## src/hw/rtl/mtmf_pkg.sv

```systemverilog
// ----------------------------------------------------------------------------
// mtmf_pkg
// Shared widths, types and divider command/status structs for the multichannel trimmed-mean filter.
// ----------------------------------------------------------------------------
package mtmf_pkg;

    localparam int SAMPLE_W  = 12;
    localparam int CHANNEL_W = 3;
    localparam int SUM_W     = 16;

    typedef logic [SAMPLE_W-1:0]  sample_t;
    typedef logic [CHANNEL_W-1:0] channel_t;

    typedef struct packed {
        channel_t channel;
        sample_t  average;
        logic     last;
    } result_t;

    // Command from the sequencer to the divider, and its status back.
    typedef struct packed {
        logic             start;
        logic [SUM_W-1:0] dividend;
        logic [4:0]       divisor;
    } div_cmd_t;

    typedef struct packed {
        logic             busy;
        logic             done;
        logic [SUM_W-1:0] quotient;
    } div_sts_t;

endpackage

```

## src/hw/rtl/mtmf_stream_if.sv

```systemverilog
// ----------------------------------------------------------------------------
// mtmf_stream_if
// Valid/ready channel that carries one payload per beat.
// ----------------------------------------------------------------------------
interface mtmf_stream_if #(
    parameter type payload_t = logic
);
    logic     valid;
    logic     ready;
    payload_t payload;

    modport source (output valid, output payload, input ready);
    modport sink   (input valid, input payload, output ready);
endinterface

```

## src/hw/rtl/mtmf_divider.sv

```systemverilog
// ----------------------------------------------------------------------------
// mtmf_divider
// Restoring divider, one quotient bit per cycle.
// ----------------------------------------------------------------------------
module mtmf_divider (
    input  logic               clk,
    input  logic               rst_n,
    input  mtmf_pkg::div_cmd_t cmd,
    output mtmf_pkg::div_sts_t sts
);
    localparam int W = mtmf_pkg::SUM_W;

    logic [W-1:0] quo_reg, quo_next;
    logic [5:0]   rem_reg, rem_next;
    logic [4:0]   den_reg, den_next;
    logic [4:0]   cnt_reg, cnt_next;
    logic         busy_reg, busy_next;
    logic         done_reg, done_next;
    logic [5:0]   trial;

    always_comb
    begin
        quo_next  = quo_reg;
        rem_next  = rem_reg;
        den_next  = den_reg;
        cnt_next  = cnt_reg;
        busy_next = busy_reg;
        done_next = 1'b0;
        trial     = {rem_reg[4:0], quo_reg[W-1]};
        if (cmd.start)
        begin
            quo_next  = cmd.dividend;
            rem_next  = '0;
            den_next  = cmd.divisor;
            cnt_next  = 5'(W);
            busy_next = 1'b1;
        end
        else if (busy_reg)
        begin
            if (trial >= {1'b0, den_reg})
            begin
                rem_next = trial - {1'b0, den_reg};
                quo_next = {quo_reg[W-2:0], 1'b1};
            end
            else
            begin
                rem_next = trial;
                quo_next = {quo_reg[W-2:0], 1'b0};
            end
            cnt_next = cnt_reg - 5'd1;
            if (cnt_reg == 5'd1)
            begin
                busy_next = 1'b0;
                done_next = 1'b1;
            end
        end
    end

    always_ff @(posedge clk or negedge rst_n)
    begin
        if (!rst_n)
        begin
            busy_reg <= 1'b0;
            done_reg <= 1'b0;
            cnt_reg  <= '0;
        end
        else
        begin
            busy_reg <= busy_next;
            done_reg <= done_next;
            cnt_reg  <= cnt_next;
        end
    end

    always_ff @(posedge clk)
    begin
        quo_reg <= quo_next;
        rem_reg <= rem_next;
        den_reg <= den_next;
    end

    assign sts.busy     = busy_reg;
    assign sts.done     = done_reg;
    assign sts.quotient = quo_reg;

    a_done_after_busy: assert property (@(posedge clk) disable iff (!rst_n)
        done_reg |-> $past(busy_reg))
        else $error("divider done without busy");
    a_no_start_busy: assert property (@(posedge clk) disable iff (!rst_n)
        busy_reg |-> !cmd.start)
        else $error("divider restarted while busy");
    a_count_zero_idle: assert property (@(posedge clk) disable iff (!rst_n)
        !busy_reg && !$past(cmd.start) |-> cnt_reg == 5'd0)
        else $error("divider count stale");
endmodule

```

## src/hw/rtl/multichannel_trimmed_mean_filter_core.sv

```systemverilog
// With a full window an item with results runs, per channel, a rank-count pass and the
// 16-bit serial divider; before that, a running sum over the filled columns and the divider.
// Throughput: one item at a time; in is not ready until every result of the item leaves.
// Reset is asynchronous, active low, and clears state and result registers but not the sample store.
// ----------------------------------------------------------------------------
// multichannel_trimmed_mean_filter_core
// Per-channel sample windows with a trimmed-mean or running-mean output, using
// one shared comparator/adder and a serial divider.
// ----------------------------------------------------------------------------
module multichannel_trimmed_mean_filter_core #(
    parameter int CHANNELS = 2,
    parameter int WINDOW   = 10,
    parameter int TRIM_LOW = 3,
    parameter int KEEP     = 5
) (
    input  logic clk,
    input  logic rst_n,
    mtmf_stream_if.sink   in_ch,
    mtmf_stream_if.source out_ch
);
    localparam int DEPTH = CHANNELS * WINDOW;
    localparam int AW    = $clog2(DEPTH);
    localparam int WIDX  = $clog2(WINDOW + 1);
    localparam int CW    = $clog2(CHANNELS + 1);

    typedef enum logic [6:0] {
        S_IDLE  = 7'b0000001,
        S_OUTER = 7'b0000010,
        S_CMP   = 7'b0000100,
        S_DIVS  = 7'b0001000,
        S_DIVW  = 7'b0010000,
        S_EMIT  = 7'b0100000,
        S_FETCH = 7'b1000000
    } state_t;

    state_t state_reg, state_next;

    mtmf_pkg::sample_t store [DEPTH];

    logic [CW-1:0]   slot_reg;
    logic [WIDX-1:0] col_reg;
    logic [4:0]      rounds_reg;
    logic [CW-1:0]   ch_reg;
    logic [WIDX-1:0] i_reg, j_reg;
    logic [WIDX-1:0] rank_reg;
    mtmf_pkg::sample_t vi_reg, rd_reg;
    logic [mtmf_pkg::SUM_W-1:0] sum_reg;
    logic            fetch_i_reg;
    logic            full;

    mtmf_pkg::div_cmd_t div_cmd;
    mtmf_pkg::div_sts_t div_sts;
    mtmf_pkg::result_t  res_reg;
    logic               ovalid_reg;

    mtmf_divider u_div (.clk(clk), .rst_n(rst_n), .cmd(div_cmd), .sts(div_sts));

    assign full = (rounds_reg >= 5'(WINDOW));
    assign in_ch.ready = (state_reg == S_IDLE) && !ovalid_reg;

    logic [AW-1:0] rd_addr;
    logic [WIDX-1:0] rd_col;
    assign rd_col  = fetch_i_reg ? i_reg : j_reg;
    assign rd_addr = AW'(32'(ch_reg) * WINDOW + 32'(rd_col));

    always_ff @(posedge clk)
    begin
        rd_reg <= store[rd_addr];
        if (in_ch.valid && in_ch.ready && (32'(slot_reg) < CHANNELS))
            store[AW'(32'(slot_reg) * WINDOW + 32'(col_reg))] <= in_ch.payload;
    end

    // The element at column i is kept when its stable rank (count of smaller
    // entries, ties broken by column) lies within the kept band.
    logic ahead;
    assign ahead = (rd_reg < vi_reg) || ((rd_reg == vi_reg) && (j_reg < i_reg));

    always_comb
    begin
        div_cmd.start    = (state_reg == S_DIVS);
        div_cmd.dividend = sum_reg;
        div_cmd.divisor  = full ? 5'(KEEP) : rounds_reg;
    end

    always_ff @(posedge clk or negedge rst_n)
    begin
        if (!rst_n)
        begin
            state_reg   <= S_IDLE;
            slot_reg    <= '0;
            col_reg     <= '0;
            rounds_reg  <= '0;
            ovalid_reg  <= 1'b0;
            fetch_i_reg <= 1'b0;
            ch_reg      <= '0;
            i_reg       <= '0;
            j_reg       <= '0;
            rank_reg    <= '0;
            vi_reg      <= '0;
            sum_reg     <= '0;
            res_reg     <= '0;
        end
        else
        begin
            if (ovalid_reg && out_ch.ready)
                ovalid_reg <= 1'b0;
            unique case (state_reg)
                S_IDLE:
                begin
                    if (in_ch.valid && in_ch.ready)
                    begin
                        ch_reg  <= '0;
                        sum_reg <= '0;
                        i_reg   <= '0;
                        if (32'(slot_reg) < CHANNELS)
                        begin
                            slot_reg <= slot_reg + CW'(1);
                            if (rounds_reg != 5'd0)
                            begin
                                fetch_i_reg <= 1'b1;
                                state_reg   <= S_FETCH;
                            end
                        end
                        else
                        begin
                            slot_reg <= '0;
                            col_reg  <= (32'(col_reg) == WINDOW - 1) ? '0
                                                                  : col_reg + WIDX'(1);
                            if (rounds_reg < 5'(WINDOW))
                                rounds_reg <= rounds_reg + 5'd1;
                            fetch_i_reg <= 1'b1;
                            state_reg   <= S_FETCH;
                        end
                    end
                end
                S_FETCH:
                begin
                    // Read latency slot for column i.
                    fetch_i_reg <= 1'b0;
                    j_reg       <= '0;
                    rank_reg    <= '0;
                    state_reg   <= S_OUTER;
                end
                S_OUTER:
                begin
                    // Column i is on the read port only at the start of a pass.
                    if (j_reg == '0)
                        vi_reg <= rd_reg;
                    if (full)
                        state_reg <= S_CMP;
                    else
                    begin
                        sum_reg <= sum_reg + mtmf_pkg::SUM_W'(rd_reg);
                        if (5'(i_reg) + 5'd1 >= rounds_reg)
                            state_reg <= S_DIVS;
                        else
                        begin
                            i_reg       <= i_reg + WIDX'(1);
                            fetch_i_reg <= 1'b1;
                            state_reg   <= S_FETCH;
                        end
                    end
                end
                S_CMP:
                begin
                    // rd_reg holds column j, read from the port during OUTER.
                    if (ahead)
                        rank_reg <= rank_reg + WIDX'(1);
                    if (32'(j_reg) == WINDOW - 1)
                    begin
                        if ((32'(rank_reg) + (ahead ? 1 : 0) >= TRIM_LOW) &&
                            (32'(rank_reg) + (ahead ? 1 : 0) < TRIM_LOW + KEEP))
                            sum_reg <= sum_reg + mtmf_pkg::SUM_W'(vi_reg);
                        if (32'(i_reg) == WINDOW - 1)
                            state_reg <= S_DIVS;
                        else
                        begin
                            i_reg       <= i_reg + WIDX'(1);
                            fetch_i_reg <= 1'b1;
                            state_reg   <= S_FETCH;
                        end
                    end
                    else
                    begin
                        j_reg     <= j_reg + WIDX'(1);
                        state_reg <= S_OUTER;
                    end
                end
                S_DIVS:
                    state_reg <= S_DIVW;
                S_DIVW:
                begin
                    if (div_sts.done && !ovalid_reg)
                    begin
                        res_reg.channel <= mtmf_pkg::CHANNEL_W'(ch_reg);
                        res_reg.average <= div_sts.quotient[mtmf_pkg::SAMPLE_W-1:0];
                        res_reg.last    <= (32'(ch_reg) == CHANNELS - 1);
                        ovalid_reg      <= 1'b1;
                        state_reg       <= S_EMIT;
                    end
                end
                S_EMIT:
                begin
                    if (32'(ch_reg) == CHANNELS - 1)
                        state_reg <= S_IDLE;
                    else if (!ovalid_reg)
                    begin
                        ch_reg      <= ch_reg + CW'(1);
                        sum_reg     <= '0;
                        i_reg       <= '0;
                        fetch_i_reg <= 1'b1;
                        state_reg   <= S_FETCH;
                    end
                end
                default:
                    state_reg <= S_IDLE;
            endcase
        end
    end

    // In the compare loop OUTER waits for the read of the next column j and, at the start of a
    // pass, loads column i into vi_reg; vi_reg keeps column i for the whole pass.
    assign out_ch.valid   = ovalid_reg;
    assign out_ch.payload = res_reg;

    a_state_onehot: assert property (@(posedge clk) disable iff (!rst_n)
        $onehot(state_reg))
        else $error("state not one-hot");
    a_hold_result: assert property (@(posedge clk) disable iff (!rst_n)
        ovalid_reg && !out_ch.ready |=> ovalid_reg && $stable(res_reg))
        else $error("result dropped");
    a_slot_range: assert property (@(posedge clk) disable iff (!rst_n)
        32'(slot_reg) <= CHANNELS)
        else $error("slot out of range");
    a_rounds_sat: assert property (@(posedge clk) disable iff (!rst_n)
        rounds_reg <= 5'(WINDOW))
        else $error("round count past window");
endmodule
```

## src/flat_wrapper.sv

```systemverilog
// flat-port wrapper written by rule: the top's interface ports become plain ports
module multichannel_trimmed_mean_filter_core_flat 
#(
    parameter int CHANNELS = 2,
    parameter int WINDOW   = 10,
    parameter int TRIM_LOW = 3,
    parameter int KEEP     = 5
)
  (clk, rst_n, in_ch_valid, in_ch_payload, in_ch_ready, out_ch_valid, out_ch_payload, out_ch_ready);
  mtmf_stream_if in_ch_i ();
  mtmf_stream_if out_ch_i ();
  input  logic clk;
  input  logic rst_n;
  input wire logic [$bits(in_ch_i.valid)-1:0] in_ch_valid;
  input wire logic [$bits(in_ch_i.payload)-1:0] in_ch_payload;
  output wire logic [$bits(in_ch_i.ready)-1:0] in_ch_ready;
  output wire logic [$bits(out_ch_i.valid)-1:0] out_ch_valid;
  output wire logic [$bits(out_ch_i.payload)-1:0] out_ch_payload;
  input wire logic [$bits(out_ch_i.ready)-1:0] out_ch_ready;
  assign in_ch_i.valid = in_ch_valid;
  assign in_ch_i.payload = in_ch_payload;
  assign in_ch_ready = in_ch_i.ready;
  assign out_ch_valid = out_ch_i.valid;
  assign out_ch_payload = out_ch_i.payload;
  assign out_ch_i.ready = out_ch_ready;
  multichannel_trimmed_mean_filter_core #(.CHANNELS(CHANNELS), .WINDOW(WINDOW), .TRIM_LOW(TRIM_LOW), .KEEP(KEEP)) u_core (.clk(clk), .rst_n(rst_n), .in_ch(in_ch_i), .out_ch(out_ch_i));
endmodule
```

## config.mk

```make
export PLATFORM = sky130hd
export DESIGN_NAME = multichannel_trimmed_mean_filter_core_flat
export DESIGN_NICKNAME = d
export VERILOG_FILES = /design/src/hw/rtl/mtmf_pkg.sv /design/src/hw/rtl/mtmf_stream_if.sv /design/src/hw/rtl/mtmf_divider.sv /design/src/hw/rtl/multichannel_trimmed_mean_filter_core.sv /design/src/flat_wrapper.sv
export SDC_FILE = /design/constraint.sdc
export NUM_CORES = 1
export LEC_CHECK = 0
export ABC_AREA = 1
export BUFFER_PORTS_ARGS = -buffer_cell sky130_fd_sc_hd__buf_2
export CELL_PAD_IN_SITES_DETAIL_PLACEMENT = 2
export CELL_PAD_IN_SITES_GLOBAL_PLACEMENT = 2
export CORE_UTILIZATION = 39
export CTS_BUF_LIST = sky130_fd_sc_hd__clkbuf_4 sky130_fd_sc_hd__clkbuf_8
export CTS_CLUSTER_SIZE = 20
export DETAILED_ROUTE_END_ITERATION = 12
export PLACE_DENSITY_LB_ADDON = 0.12
export SLEW_MARGIN = 0
export SYNTH_ARGS = -nofsm -noshare
export SYNTH_HDL_FRONTEND = slang
export SYNTH_SLANG_ARGS = --single-unit
```

## constraint.sdc

```tcl
create_clock -name clk -period 2.6 [get_ports clk]
set_clock_uncertainty 0.15 [all_clocks]
set_input_delay 0 -clock clk [delete_from_list [all_inputs] [get_ports clk]]
set_output_delay 0 -clock clk [all_outputs]
set_load 0.02 [all_outputs]
```

==> results of run 1 <==
==> timing repair <==
action,in CTS,in global routing
hold buffers,3,0
hold endpoints to repair,37,0
setup endpoints to repair,0,4
gates resized for setup,0,1
==> stage by stage <==
stage | hold WS (ns) | std cells | cell area, um2
detailed placement | -0.00981 | 322 | 2130
CTS | 0.207 | 333 | 2280
global placement | -0.0203 | 322 | 2130
floorplan | -0.446 | 250 | 2020
finish | 0.191 | 333 | 2280
global route | 0.289 | 333 | 2280
==> path summary, 6_finish.rpt <==
path,endpoint,start,depth (start not counted),slack (ns)
worst max-delay path,u_core.i_reg[2],u_core.i_reg[0],14,0.23
worst min-delay path,u_core.state_reg[2],rst_n,2,0.19
worst max register to register,u_core.i_reg[2],u_core.i_reg[0],14,0.23
worst min register to register,u_core.rounds_reg[4],u_core.rounds_reg[4],0,0.30
max in group asynchronous,u_core.state_reg[6],rst_n,2,1.59
min in group clk,u_core.rounds_reg[4],u_core.rounds_reg[4],0,0.30
==> layout by cell type, fill, tap and decap left out, types with 2 or more instances in the layout <==
cell / synthesis / routed
nand2_1: 52 / 52
inv_2: 5 / 5
o31ai_1: 2 / 2
xor2_1: 3 / 3
nor2_4: 7 / 7
dfrtp_1: 32 / 32
nand3_1: 19 / 19
dlygate4sd3_1: 0 / 3
nor3_1: 4 / 4
nand4_1: 6 / 6
ha_1: 15 / 15
buf_2: 0 / 6
nor2_1: 22 / 22
clkbuf_8: 0 / 6
o21ai_1: 3 / 3
nand3_2: 6 / 6
nand2_4: 2 / 2
o21ai_0: 13 / 13
inv_1: 37 / 37
nand2_2: 3 / 3
a21oi_1: 10 / 10
==> worst register-to-register path, cell delays in order (launching register included) <==
cell and delay (ns):
dfrtp_1 0.45, ha_1 0.28, xnor2_2 0.17, inv_1 0.08, ha_1 0.32, nand2_1 0.08
nor2_1 0.04, nand2_1 0.06, nand3_1 0.09, nand2_1 0.10, nand2_1 0.09, inv_2 0.11
nand3_2 0.10, nand2_1 0.08, nand2_1 0.05
==> power by group through the flow <==
stage	clock network, uW	logic (uW)	registers (uW)
6_report	527	552	630
3_5_place_dp	0	540	639
2_1_floorplan	0	403	622
5_1_grt	554	613	640
3_3_place_gp	0	514	637
4_1_cts	531	554	632
==> per-layer routing <==
metal / GRT usage, % / wire (um) / vias to the layer above
li1: - / - / 832
met1: 29.9 / 2590 / 846
met2: 37.9 / 2620 / 16
met3: 3.29 / 97 / 7
met4: 7.05 / 77 / 0
met5: 0 / 0 / -
==> cell families after synthesis <==
family / count (synthesis)
AO/OA/AOI/OAI: 29
XOR/XNOR: 4
adder cells (fa/ha/maj): 15
buffers and inverters: 43
flip-flops: 33
AND/OR/NAND/NOR: 126
==> area by class of cell <==
cell class | count | area [um2] | share of cell area, %
clock inverter | 1 | 30.0 | 1.32
timing repair buffer | 9 | 60.1 | 2.63
clock buffer | 7 | 90.1 | 3.95
inverter | 42 | 158 | 6.90
multi-input combinational | 174 | 1030 | 45.3
sequential | 33 | 827 | 36.2
tap | 67 | 83.8 | 3.67
==> flow_metrics.py, run 1 <==
metrics = {
    "setup_path": {
        "crit_path_end_kind": "register",
        "critPathSlowestCell": "dfrtp_1",
        "crit_chain": "ha_1 -> xnor2_2 -> inv_1 -> ha_1 -> nand2_1 -> nor2_1 -> nand2_1 -> nand3_1 -> nand2_1 -> nand2_1 -> inv_2 -> nand3_2 -> nand2_1 -> nand2_1",
        "critical_path_class": "register to register",
        "cpPeakStageDelay_ns": 0.45,
        "timing.critical_path.max_delay_family": "simple AND/OR/NAND/NOR gates",
        "worst_setup_path_start_kind": "register",
        "critPathMaxFanout": 6,
        "timing.critical_path.buf_inv": 2,
        "critical_path_arrival_ns": 2.40,
        "worst_path_most_repeated_cell": "nand2_1",
        "critPathRequiredTime_ns": 2.63,
    },
    "grt": {
        "global_route_congestion_overflow_total": 0,
        "grt_util_all_layers_pct": 22.6,
        "antenna_found_initial": 0,
        "first_pass_grt_wire_length_um": 9050,
        "first_global_vias": 1896,
        "grt_max_degree": 34,
    },
    "power": {
        "power.density_nw_per_um2": 748,
        "share_clk_of_total_power_pct": 30.8,
        "intPower_uw": 1060,
        "combinational_share_of_power_pct": 32.3,
        "power.ir.vdd_worst_uv": 527,
        "total_power_uw": 1710,
        "swShare_pct": 38.1,
        "p_leak_uw": 0.00118,
        "pwr-share-seq_pct": 36.9,
        "p_sw_uw": 650,
    },
    "hold_path": {
        "hp-class": "primary input to asynchronous set/reset pin",
    },
    "synth": {
        "synth.net_count": 270,
        "adder_cell_fraction_of_synth_area_pct": 9.31,
        "yosysMostFrequentCell": "nand2_1",
        "synth_cell_type_count": 27,
        "async_flop_share_pct": 100,
        "post_synth_instance_area_um2": 2020,
        "synth.area.mux_share_pct": 0,
        "synth_area_leaders": "dfrtp_1 40%, nand2_1 9.7%, ha_1 9.3%, inv_1 6.9%, nand3_1 4.7%",
        "synth_area_leader_cell": "dfrtp_1",
        "syn-mean-instance-area_um2": 8.06,
        "yosys.area.top_type_share_pct": 39.7,
        "synth_xor_xnor_area_share_pct": 1.74,
        "synth_top_family_by_area": "simple AND/OR/NAND/NOR gates",
        "most_frequent_cells_after_synthesis": "52 x nand2_1, 37 x inv_1, 32 x dfrtp_1",
        "synth_ff_type": "dfrtp_1",
        "yosys_warnings": 0,
        "synth_edf_count": 0,
        "ys_seq_area_share_pct": 41.0,
        "synth_compound_gate_area_share_pct": 7.51,
        "yosys.area_share.simple_pct": 32.4,
        "netlist_instances": 250,
        "postSynthRegisterBits": 33,
    },
    "routing": {
        "drt.antenna.violating_nets": 0,
        "remaining_drc_errors": 0,
        "vias_per_cell": 5.11,
        "count_of_routing_violations_after_the_opening_detailed_route_iteration": 56,
        "detail_route.wl_per_cell_um": 16.2,
        "wirelength_um": 5380,
        "num_vias": 1701,
        "drt_pre_antenna_iters": 4,
    },
    "timing": {
        "max_slew_violation_total_from_the_final_report": 0,
        "fmax_mhz": 422,
        "tightestPinTransition_ns": 0.804,
        "finalWorstPathRequiredPeriod_ns": 2.37,
        "worst_slew_margin_rel_pct": 46.4,
        "setup-tns-final_ns": 0,
        "final.setup.worst_slack_ns": 0.231,
        "setup_violators_final": 0,
        "count_of_final_hold_check_violations": 0,
        "timing.final.crit_share_pct": 91.1,
    },
    "final_layout": {
        "nNetsFinal": 285,
        "largest_register_ffs": 7,
        "area.growth.synth_to_final_pct": 13.3,
        "final_core_util_pct": 47.1,
        "nFillCells": 569,
        "layout-drive-gt1-share_pct": 15.8,
        "diodes": 0,
    },
    "die": {
        "num_rows": 25,
        "die_y_um": 73.9,
        "design.die.area_um2": 5460,
        "top_ports": 8,
        "start_util_pct": 41.6,
        "floorplan.core_area_um2": 4850,
        "dieWidth_um": 73.9,
    },
    "clock_tree": {
        "total_number_of_clock_tree_sinks": 33,
        "cts_htree_levels": 2,
        "clk_path_buf_depth": 2,
        "cts_made_buffers": 5,
        "tritoncts": "done",
        "root_buffer": "clkbuf_8",
        "clkTransAtPathRegs_ns": 0.08,
        "insertion_delay_ns": 0.29,
        "postCtsSetupRepairBufs": 0,
    },
    "run_status": {
        "outcome": "complete, no violations",
    },
    "placement": {
        "post-dp-hpwl_um": 3890,
        "placement.setup.worst_slack_ns": 0.270,
        "numPortBuffers": 6,
        "gpl.final_weighted_congestion": 0.730,
    },
    "job": {
        "drv.max_cap_violation_count": 0,
    },
}
Power figures use the tool's default switching activity.
==> run 2: changes to the inputs <==
PLACE_DENSITY_LB_ADDON = 0.1   (was 0.12)
==> run 2 against run 1 <==
Against the previous run: critical path depth stayed put; worst hold slack worse by 0.030 ns; clock power is 16% lower; design area is 1.2% lower; cell count stayed put; critical path type unchanged; largest power group unchanged.
==> flow_metrics.py, run 2 (synthesis gave the netlist of run 1 again) <==
metrics = {
    "run_status": {
        "outcome": "complete, no violations",
    },
    "timing": {
        "timing.final.crit_share_pct": 90.1,
        "tightestPinTransition_ns": 0.755,
        "worst_slew_margin_rel_pct": 49.7,
        "setup_violators_final": 0,
        "count_of_final_hold_check_violations": 0,
        "finalWorstPathRequiredPeriod_ns": 2.34,
        "fmax_mhz": 427,
        "setup-tns-final_ns": 0,
        "max_slew_violation_total_from_the_final_report": 0,
        "unrepaired_setup_endpoints_after_global_routing": "no",
    },
    "grt": {
        "first_global_vias": 1876,
        "grt_max_degree": 34,
        "antenna_found_initial": 0,
        "first_pass_grt_wire_length_um": 9100,
        "global_route_congestion_overflow_total": 0,
        "grt_util_all_layers_pct": 23.1,
    },
    "final_layout": {
        "layout.cells.most_common": "nand2_1",
        "area.growth.synth_to_final_pct": 12.0,
        "nNetsFinal": 285,
        "layout.cells.most_common_list": "52 x nand2_1, 37 x inv_1, 32 x dfrtp_1",
        "largest_register_ffs": 7,
        "final_core_util_pct": 46.6,
        "finish.instance_area_um2": 2260,
        "nFillCells": 562,
        "diodes": 0,
        "layout-drive-gt1-share_pct": 15.4,
    },
    "placement": {
        "post-dp-hpwl_um": 4080,
        "numPortBuffers": 6,
        "gpl.final_weighted_congestion": 0.767,
        "area_after_detailed_placement_um2": 2130,
    },
    "routing": {
        "wirelength_um": 5290,
        "count_of_routing_violations_after_the_opening_detailed_route_iteration": 26,
        "drt.antenna.violating_nets": 0,
        "detail_route.wl_per_cell_um": 15.9,
        "remaining_drc_errors": 0,
        "vias_per_cell": 5.11,
        "num_vias": 1700,
        "drt_pre_antenna_iters": 4,
    },
    "die": {
        "design.die.area_um2": 5460,
        "dieWidth_um": 73.9,
        "top_ports": 8,
        "floorplan.core_area_um2": 4850,
        "num_rows": 25,
        "start_util_pct": 41.6,
        "die_y_um": 73.9,
    },
    "power": {
        "power.ir.vdd_worst_uv": 336,
        "total_power_uw": 1620,
        "power.density_nw_per_um2": 717,
        "p_leak_uw": 0.00118,
    },
    "clock_tree": {
        "cts_made_buffers": 5,
        "cts_htree_levels": 2,
        "clkTransAtPathRegs_ns": 0.08,
        "total_number_of_clock_tree_sinks": 33,
        "tritoncts": "done",
        "insertion_delay_ns": 0.29,
        "root_buffer": "clkbuf_8",
        "clk_path_buf_depth": 2,
    },
    "setup_path": {
        "timing.critical_path.max_delay_family": "simple AND/OR/NAND/NOR gates",
        "crit_path_end_kind": "register",
        "critPathSlowestCell": "dfrtp_1",
        "critical_path_arrival_ns": 2.38,
        "worst_path_most_repeated_cell": "nand2_1",
        "critPathMaxFanout": 6,
        "timing.critical_path.buf_inv": 2,
        "critical_path_class": "register to register",
        "crit_chain": "ha_1 -> xnor2_1 -> inv_1 -> ha_1 -> nand2_1 -> nand2_1 -> nand2_1 -> nand3_1 -> nand2_1 -> nand2_1 -> inv_2 -> nand3_2 -> nand2_1 -> nand2_1",
        "critPathRequiredTime_ns": 2.64,
        "worst_setup_path_start_kind": "register",
        "cpPeakStageDelay_ns": 0.45,
    },
    "hold_path": {
        "hp-class": "primary input to asynchronous set/reset pin",
    },
    "job": {
        "drv.max_cap_violation_count": 0,
    },
}
-- run 2: cell count changes in the layout (fill, tap and decap cells not counted) --
cell and delta:
bufinv_16 -1, clkbuf_4 -1, clkbuf_8 +1, xnor2_2 -1
clkinv_2 +1, xnor2_1 +1
-- run 2: metrics by stage --
stage	instances	hold WS, ns	setup WS (ns)
floorplan	250	-0.446	0.565
global placement	322	-0.0225	0.315
detailed placement	322	-0.0239	0.250
CTS	333	0.193	0.229
global route	333	0.256	0.0750
finish	333	0.161	0.257
-- run 2: layer usage --
layer | vias up | track usage [%] | wire length, um
met5 | - | 0 | 0
met4 | 0 | 7.91 | 60
met3 | 6 | 4.12 | 83
met2 | 10 | 39.2 | 2690
met1 | 850 | 29.5 | 2450
li1 | 834 | - | -
-- run 2: repair_timing --
action                                 CTS  global route
setup endpoints to repair                0             0
setup buffers                            0             0
endpoints found under the hold margin   37             0
hold buffers                             3             0
resized for setup                        0             0
-- run 2: worst reg2reg max path: cells and delay by family, from the launching register on --
family | cells | cell delay, ns
and+or+nand+nor | 9 | 0.67
adders and majority gates | 2 | 0.57
DFF | 1 | 0.45
xor gates and xnor gates | 1 | 0.22
buffers and inverters | 2 | 0.17
-- run 2: power by group --
part / leakage, uW / switching (uW) / internal, uW
combinational: 0.000686 / 376 / 166
sequential: 0.000435 / 62.2 / 569
clock: 0.0000542 / 205 / 240
total: 0.00118 / 643 / 974
-- run 2: cell type report --
cell class	count	area, um2	area share [%]
multi-input cells	174	1030	45.5
flip-flops and latches	33	827	36.6
inverters	42	158	6.98
clock buffers	7	96.3	4.27
well taps	67	83.8	3.71
repair buffers	9	60.1	2.66
clock inverters	1	5.00	0.222
-- run 2: path summary, 6_finish.rpt --
check	endpoint	cells past startpoint	startpoint	slack, ns
setup reg to reg	u_core.i_reg[3]	14	u_core.i_reg[0]	0.26
hold / removal	u_core.i_reg[2]	2	rst_n	0.16
min in group clk	u_core.out_ch.valid	3	out_ch_ready	0.29
hold reg to reg	u_core.rounds_reg[4]	0	u_core.rounds_reg[4]	0.30
setup / recovery	u_core.i_reg[3]	14	u_core.i_reg[0]	0.26
max in group asynchronous	u_core.rounds_reg[1]	2	rst_n	1.64
==> run 3: changes to the inputs <==
ABC_AREA = unset   (was 1)
ABC_CLOCK_PERIOD_IN_PS = 2600   (was unset)
CORE_UTILIZATION = 41   (was 39)
==> run 3 against run 2 <==
Against the previous run: die area is 6.1% lower; sequential power is 24% higher; clock-buffer cell count increased by 1; critical path type unchanged; utilization is 3.4 points higher; global-route usage shrank 0.83 points; via count shrank 9.1%; non-clock buffer count grew 10; clock power decreased by 3%; area after synthesis fell by 1.4%; combinational power increased by 45%.
==> flow_metrics.py, run 3 <==
metrics = {
    "routing": {
        "wirelength_um": 5100,
        "count_of_routing_violations_after_the_opening_detailed_route_iteration": 51,
        "remaining_drc_errors": 0,
        "detail_route.wl_per_cell_um": 18.5,
        "num_vias": 1546,
        "drt_pre_antenna_iters": 4,
        "vias_per_cell": 5.60,
        "drt.antenna.violating_nets": 0,
    },
    "grt": {
        "grt_util_all_layers_pct": 22.3,
        "global_route_congestion_overflow_total": 0,
        "grt_max_degree": 34,
        "antenna_found_initial": 0,
        "first_pass_grt_wire_length_um": 8590,
        "first_global_vias": 1778,
    },
    "die": {
        "num_rows": 24,
        "design.die.area_um2": 5130,
        "dieWidth_um": 71.6,
        "die_y_um": 71.6,
        "floorplan.core_area_um2": 4500,
        "start_util_pct": 44.1,
        "top_ports": 8,
    },
    "synth": {
        "postSynthRegisterBits": 33,
        "yosysMostFrequentCell": "dfrtp_1",
        "most_frequent_cells_after_synthesis": "32 x dfrtp_1, 16 x nor2_1, 16 x o21ai_0",
        "synth.net_count": 226,
        "netlist_instances": 206,
        "async_flop_share_pct": 100,
        "synth_area_leaders": "dfrtp_1 40%, ha_1 9.4%, o21ai_0 4.0%, xnor2_1 3.1%, nor2_1 3.0%",
        "synth_edf_count": 0,
        "synth_ff_type": "dfrtp_1",
        "syn-mean-instance-area_um2": 9.65,
        "yosys_warnings": 0,
        "synth_cell_type_count": 48,
        "ys_seq_area_share_pct": 41.6,
        "yosys.area.top_type_share_pct": 40.3,
        "synth_area_leader_cell": "dfrtp_1",
        "post_synth_instance_area_um2": 1990,
    },
    "timing": {
        "setup_violators_final": 0,
        "tightestPinTransition_ns": 0.771,
        "max_slew_violation_total_from_the_final_report": 0,
        "worst_slew_margin_rel_pct": 48.6,
        "timing.final.crit_share_pct": 97.5,
        "finalWorstPathRequiredPeriod_ns": 2.54,
        "count_of_final_hold_check_violations": 0,
        "fmax_mhz": 394,
    },
    "clock_tree": {
        "clk_path_buf_depth": 2,
        "cts_made_buffers": 5,
        "cts_htree_levels": 2,
        "total_number_of_clock_tree_sinks": 33,
        "clkTransAtPathRegs_ns": 0.07,
        "root_buffer": "clkbuf_8",
        "tritoncts": "done",
        "insertion_delay_ns": 0.29,
    },
    "setup_path": {
        "crit_path_end_kind": "register",
        "critical_path_arrival_ns": 2.56,
        "critical_path_class": "register to register",
        "critPathMaxFanout": 3,
        "critPathRequiredTime_ns": 2.62,
        "worst_setup_path_start_kind": "register",
    },
    "job": {
        "drv.max_cap_violation_count": 0,
    },
    "placement": {
        "area_after_detailed_placement_um2": 2080,
        "post-dp-hpwl_um": 3770,
        "numPortBuffers": 6,
        "gpl.final_weighted_congestion": 0.796,
        "placedCellCount": 262,
    },
    "run_status": {
        "outcome": "complete, no violations",
    },
    "final_layout": {
        "area.growth.synth_to_final_pct": 13.4,
        "diodes": 0,
        "finish.instance_area_um2": 2250,
        "layout.cells.most_common_list": "32 x dfrtp_1, 16 x nor2_1, 15 x inv_1, 15 x o21ai_0, 14 x ha_1",
        "largest_register_ffs": 7,
        "layout-drive-gt1-share_pct": 17.4,
        "nNetsFinal": 243,
        "instances_no_fill": 276,
        "layout.cells.most_common": "dfrtp_1",
    },
    "power": {
        "power.ir.vdd_worst_uv": 353,
        "power.density_nw_per_um2": 889,
        "p_leak_uw": 0.00107,
    },
    "hold_path": {
        "hp-class": "primary input to asynchronous set/reset pin",
    },
}
==> run 3: cell types whose count changed in the layout (fill, tap and decap cells not counted), moves of 6 or more <==
cell | previous run | this run
nand2_1 | 52 | 11
nor2_1 | 22 | 16
xnor2_1 | 1 | 7
nor2_4 | 7 | 0
buf_4 | 0 | 10
nand3_2 | 6 | 0
nand3_1 | 19 | 8
a21oi_1 | 10 | 2
inv_1 | 37 | 15
nand2b_1 | 0 | 6
==> run 3: worst paths after layout <==
path / from / endpoint / slack, ns / depth (start not counted)
setup / recovery: u_core.i_reg[0] / u_core.i_reg[1] / 0.06 / 9
hold / removal: rst_n / u_core.j_reg[2] / 0.16 / 2
setup reg to reg: u_core.i_reg[0] / u_core.i_reg[1] / 0.06 / 9
hold reg to reg: u_core.rounds_reg[4] / u_core.rounds_reg[4] / 0.32 / 0
max in group asynchronous: rst_n / u_core.u_div.cnt_reg[0] / 1.64 / 2
min in group clk: out_ch_ready / u_core.out_ch.valid / 0.31 / 3
==> run 3: critical path, stage by stage, from the launching register on <==
cell and delay, ns:
dfrtp_1 0.40, ha_2 0.21, xor2_2 0.16, ha_1 0.32, a21o_1 0.20, a31oi_2 0.18, o21ai_2 0.09, a211oi_2 0.21
buf_4 0.16, mux2_2 0.33
==> run 3: metrics by stage <==
step / TNS, ns / power, uW / hold WS [ns] / util [%] / setup slack, ns
2_1_floorplan: 0 / 1300 / -0.446 / - / 0.0831
3_3_place_gp: 0 / 1450 / -0.0496 / 46.2 / 0.108
3_5_place_dp: -0.266 / 1540 / -0.0259 / 46.2 / -0.142
4_1_cts: 0 / 2010 / 0.191 / 49.8 / 0.00608
5_1_grt: -0.0706 / 2150 / 0.214 / 50.0 / -0.0359
6_report: 0 / 2000 / 0.163 / 50.0 / 0.0639
==> run 3: what timing repair did <==
action | CTS | global route
hold buffers | 3 | 0
gates resized for setup | 3 | 2
pin swaps | 1 | 2
setup buffers | 3 | 0
setup endpoints to repair | 2 | 2
endpoints found under the hold margin | 34 | 0
==> run 3: cell type report <==
| cell class | count | area [um2] |
|---|---|---|
| Fill cell | 479 | 2250 |
| Multi-Input combinational cell | 149 | 1070 |
| Sequential cell | 33 | 827 |
| Timing Repair Buffer | 19 | 135 |
| Clock buffer | 8 | 97.6 |
| Tap cell | 52 | 65.1 |
| Inverter | 15 | 56.3 |
==> run 3: power breakdown <==
part           internal [uW]  switching, uW
Sequential               630            153
Combinational            345            443
Clock                    237            195
==> run 3: routing by layer <==
layer	up-vias	routed length (um)	track usage (%)
met2	13	2690	40.0
met5	-	0	0
met4	0	78	7.19
met1	768	2240	26.8
li1	759	-	-
met3	6	88	4.22
==> run 3: kinds of logic after synthesis <==
kind of cell / after synthesis / synth area share (%)
buf+inv: 24 / 5.48
mux: 6 / 3.27
simple gates: 83 / 23.7
compound gates: 33 / 11.1
xor+xnor: 12 / 5.29
flops: 33 / 41.6
fa+ha+maj: 15 / 9.45
